**src/ptom_pkg.sv**
```systemverilog
package ptom_pkg;

   localparam logic [31:0] FILL_SEQ_START = 32'd1000;

   typedef enum logic [2:0] {
      MODE_LIMIT  = 3'd0,
      MODE_MARKET = 3'd1,
      MODE_CANCEL = 3'd2,
      MODE_MODIFY = 3'd3
   } mode_type;

   typedef enum logic [2:0] {
      REASON_NONE      = 3'd0,
      REASON_BAD_TYPE  = 3'd1,
      REASON_UNKNOWN   = 3'd2,
      REASON_NO_LIQ    = 3'd3,
      REASON_BOOK_FULL = 3'd4
   } reason_type;

   typedef struct packed {
      logic        last;
      logic [31:0] echo_request;
      logic [31:0] aggressor_id;
      logic [31:0] resting_id;
      logic        aggressor_buys;
      logic [31:0] fill_price;
      logic [31:0] fill_qty;
      logic [31:0] fill_seq;
      logic        status;
      logic [2:0]  reason;
      logic [31:0] filled_total;
      logic [31:0] leaves_qty;
   } result_type;

   typedef struct packed {
      logic [31:0] id;
      logic [31:0] price;
      logic [31:0] qty;
   } entry_type;

endpackage

```
**src/ptom_side_mem.sv**
```systemverilog
module ptom_side_mem
   import ptom_pkg::*;
#(
   parameter int Depth = 32,
   parameter int AddrWidth = 5
) (
   input  logic                 clock,
   input  logic                 wr_en,
   input  logic [AddrWidth-1:0] wr_addr,
   input  entry_type            wr_data,
   input  logic [AddrWidth-1:0] rd_addr,
   output entry_type            rd_data
);
   entry_type mem [Depth];
   entry_type rd_data_ff;

   always_ff @(posedge clock) begin
      if (wr_en) begin
         mem[wr_addr] <= wr_data;
      end
      rd_data_ff <= mem[rd_addr];
   end

   assign rd_data = rd_data_ff;
endmodule

```
**config.mk**
```make
export PLATFORM = sky130hd
export DESIGN_NAME = ptom_side_mem
export DESIGN_NICKNAME = d
export VERILOG_FILES = /design/src/ptom_pkg.sv /design/src/ptom_side_mem.sv
export SDC_FILE = /design/constraint.sdc
export NUM_CORES = 2
export LEC_CHECK = 0
export BUFFER_PORTS_ARGS = -buffer_cell sky130_fd_sc_hd__buf_2
export CORE_MARGIN = 4
export CORE_UTILIZATION = 56
export DETAILED_ROUTE_END_ITERATION = 16
export PLACE_DENSITY = 0.74
export SLEW_MARGIN = 0
export SYNTH_ARGS = -nofsm -noshare
export SYNTH_HDL_FRONTEND = slang
export SYNTH_SLANG_ARGS = --single-unit
```
**constraint.sdc**
```tcl
create_clock -name clock -period 6.5 [get_ports clock]
set_clock_uncertainty 0.05 [all_clocks]
set_input_delay 0.975 -clock clock [delete_from_list [all_inputs] [get_ports clock]]
set_output_delay 0.975 -clock clock [all_outputs]
set_load 0.02 [all_outputs]
```
; ---- Word level (Yosys, flattened, before mapping)
; Memory sizes are Yosys's and may differ from the RTL's. A register that Yosys moved wholly into a read port is not among the register bits.
; Cells that the tools add are included.
[word_totals]
ramBits = 3072
output_inout_bits = 96
in_bits = 108
wordCells = 3
ff_bits = 0
n_memories = 1
[mem_list]
columns = name, words, word_bits, read_ports, rd_ports_with_merged_regs, wr, line
row1 = mem, 32, 96, 1, 1, 1, ptom_side_mem.sv:14  ; entry_type mem [Depth];
[classes]
mux = 2
[ops]
columns = cell, count
row1 = $mux 1, 2

; ---- Longest topological paths before layout
[depth]
word_depth = 2
ltp_mapped = 9

; ---- Worst setup path after synthesis
; OpenSTA, ideal clock, no wires.
[synth_path]
path_type = input to register
from = in wr_addr[1]
to = mem mem[12][0] (netlist name), enable pin
stages = 3
slack_ps = 265
required_ps = 5898
t_arrival_ps = 5634
path_cell_list = or3b_2 > clkbuf_1 > nor2_1
[synth_lines]
columns = item, line
row1 = start: declaration, ptom_side_mem.sv:9  ; input logic [AddrWidth-1:0] wr_addr,
row2 = end: declaration, ptom_side_mem.sv:14
; No word-level cell before the write port.

==> flow_metrics.env <==
export IMPL_ir_drop_uv=309.6
export IMPL_path_clk_slew_ns=0.06
export IMPL_r2r_end="rd_data[57]$_DFF_P_"
export IMPL_total_power_w=0.04281
export IMPL_cts_resized=0
export IMPL_synth_edf_count=3072
export IMPL_synth_cell_types=30
export IMPL_synth_compound_area_share=0.03957
export IMPL_r2r_start="mem[7][57]$_DFFE_PP_"
export IMPL_clk_latency_ns=0.93
export IMPL_grt_pass1_wl_um=418900
export IMPL_wl_um=293000
export IMPL_critPathCapture="rd_data[36]$_DFF_P_"
export IMPL_root_buffer="clkbuf_16"
export IMPL_cts_setup_buffers=0
export IMPL_rsz0062_at_grt="false"
export IMPL_syn_to_final_growth_pct=12.64
export IMPL_status="complete, no violations"
export IMPL_maxCapViolCount=0
export IMPL_yosys_area_share_adder=0
export IMPL_worstPathRequired_ns=7.23
export IMPL_clockBufferDepth=4
export IMPL_dp_hpwl_um=136300
export IMPL_ys_flop_type="edfxtp_1"
export IMPL_critPathLaunch="rd_addr[4]"
export IMPL_avgSynthCellArea_um2=21.16
export IMPL_cts_inserted_buffers=324
export IMPL_ys_seq_elements=3168
export IMPL_seqPwrFrac=0.534
export IMPL_power_switching_w=0.008868
export IMPL_grt_max_degree=129
export IMPL_final_cell_mix="edfxtp_1 (3,072), mux2i_1 (768), a22oi_1 (511), mux4_2 (384), clkbuf_16 (327)"
export IMPL_syn_num_nets=5712
export IMPL_grt_total_usage=0.2663
export IMPL_netlist_area_mm2=0.1186
export IMPL_ff2ff_setup_slack_ns=4.80
export IMPL_period_needed_ns=3.182
export IMPL_rows=168
export IMPL_power_share_combinational=0.046
export IMPL_drt_met1_wl_um=112000
export IMPL_cts_tree="built"
export IMPL_max_freq_ghz=0.3143
export IMPL_synth_xor_area_frac=0
export IMPL_p_sw_frac=0.2071
export IMPL_crit_path_max_fanout=18
export IMPL_worstPathArrival_ns=3.92
export IMPL_numPortBuffers=203
export IMPL_io_pins=204
export IMPL_fillers=13539
export IMPL_nNetsFinal=6035
export IMPL_hold_path_class="in -> reg"
export IMPL_top_layer="met5"
export IMPL_ctsHoldBuffers=0
export IMPL_drc_errors=0
export IMPL_dieArea_mm2=0.2191
export IMPL_fin_setup_tns_ns=0
export IMPL_start_util=0.5646
export IMPL_vias=59659
export IMPL_worst_slew_pin_transition_ns=1.322
export IMPL_leakagePower_nw=43.80
export IMPL_first_pass_iters=6
export IMPL_cp_end_kind="flip-flop"
export IMPL_vias_per_cell=6.626
export IMPL_grt_pass1_vias=59519
export IMPL_antenna_found_initial=38
export IMPL_powerDensity_mw_per_mm2=320.6
export IMPL_die_width_um=468.1
export IMPL_relSlewSlack=0.1184
export IMPL_timing_final_hold_violations=0
export IMPL_gp_congestion=0.7446
export IMPL_finalSetupViolCount=0
export IMPL_fin_crit_sh=0.4896
export IMPL_grt_overflow_total=0
export IMPL_met3_length_um=32260
export IMPL_p_clk_frac=0.420
export IMPL_htree_levels=5
export IMPL_core_area_mm2=0.2100
export IMPL_synth_top_family_by_area="multiplexers"
export IMPL_avgRoutedWirePerCell_um=32.54
export IMPL_yosysSeqAreaShare=0.7943
export IMPL_yosys_area_share_simple=0.01473
export IMPL_final_layout_size_suffix_gt1_frac=0.1948
export IMPL_async_reset_ff_frac=0
export IMPL_yosys_warnings=0
export IMPL_die_height_um=468.1
export IMPL_final_common_cell="edfxtp_1"
export IMPL_synth_mux_area_frac=0.1378
export IMPL_first_iter_violations=8598
export IMPL_path_class="in -> reg"
export IMPL_drv_slew=0
export IMPL_synthCells=5604
export IMPL_wl_met2_um=139500
export IMPL_cts_sinks=3168
export IMPL_ant_nets=0
export IMPL_r2r_cells=3
export IMPL_critPathLaunchType="input pin"
export IMPL_p_int_w=0.03394
-- cell usage after synthesis, drive strengths merged (5+ instances only) --
master  instances  share of area
a32oi           5        0.00037
mux4          384          0.073
nand2          12        0.00038
nor2           46         0.0015
buf           179         0.0092
a22o           51         0.0038
nand3         194         0.0082
a22oi         511          0.032
nor2b          15        0.00079
nand3b          5        0.00032
a21oi           9        0.00038
nor3            5        0.00030
a31oi          51         0.0027
clkbuf        139         0.0044
mux2i         768          0.065
nand4          45         0.0024
dfxtp          96          0.016
edfxtp       3072           0.78
and2           10        0.00053
-- flip-flops by register name (all words and copies together), names as in the netlist --
name,count
rd_data,96
mem,3072
-- final cells by class --
type,instances,area [um2],area share
Multi-Input combinational cell,2117,23140,0.1733
Tap cell,2805,3510,0.02628
Clock inverter,141,1396,0.01046
Inverter,1,3.754,0.00002811
Timing Repair Buffer,315,2461,0.01843
Clock buffer,432,8797,0.06588
Antenna cell,25,62.56,0.0004685
Sequential cell,3168,94170,0.7052
-- critical path, cell delays in order --
cell and delay, ns:
buf_2 0.55, buf_4 0.53, nand2b_1 0.73, nor2_4 0.23, buf_4 0.37, a22oi_1 0.32, nand4_1 0.12
-- metrics by stage --
step	std cells	area, um2	util	worst slack, ns	hold WS [ns]
after detailed placement	8406	123300	0.5871	2.392	0.5998
final	9004	133500	0.6359	3.318	0.4685
after floorplan	5604	118600	-	0.2647	0.4994
after CTS	8979	133500	0.6356	3.394	0.4200
after global placement	8406	123300	0.5871	2.502	0.5800
after global routing	8985	133500	0.6357	3.230	0.4686
-- power groups by stage --
| stage | logic (W) | registers (W) | clock network (W) |
|---|---|---|---|
| 6_report | 0.00196 | 0.0229 | 0.0180 |
| 5_1_grt | 0.00208 | 0.0229 | 0.0190 |
| 4_1_cts | 0.00196 | 0.0229 | 0.0182 |
| 3_5_place_dp | 0.00195 | 0.0233 | 0 |
| 3_3_place_gp | 0.00190 | 0.0233 | 0 |
| 2_1_floorplan | 0.00105 | 0.0233 | 0 |
-- worst min path at each step --
stage                                startpoint              endpoint  slack [ns]  cells after the start
after floorplan           mem[20][20]$_DFFE_PP_   rd_data[20]$_DFF_P_        0.50                      4
after detailed placement   mem[4][18]$_DFFE_PP_   rd_data[18]$_DFF_P_        0.60                      4
after global placement     mem[4][18]$_DFFE_PP_   rd_data[18]$_DFF_P_        0.58                      4
after global routing                wr_data[17]  mem[9][17]$_DFFE_PP_        0.47                      1
final                               wr_data[91]  mem[5][91]$_DFFE_PP_        0.47                      1
after CTS                           wr_data[91]  mem[5][91]$_DFFE_PP_        0.42                      1
-- layer usage --
metal | global-route usage | vias up
met5 | 0 | -
met4 | 0.08321 | 8
met3 | 0.05624 | 634
met2 | 0.4163 | 3695
met1 | 0.3827 | 31156
li1 | - | 24166
-- cell families after synthesis --
logic type,after synthesis
flops,3168
mux,1152
compound gates,627
simple gates,338
buf+inv,319
Note: power is estimated with default switching activity, not from simulation.
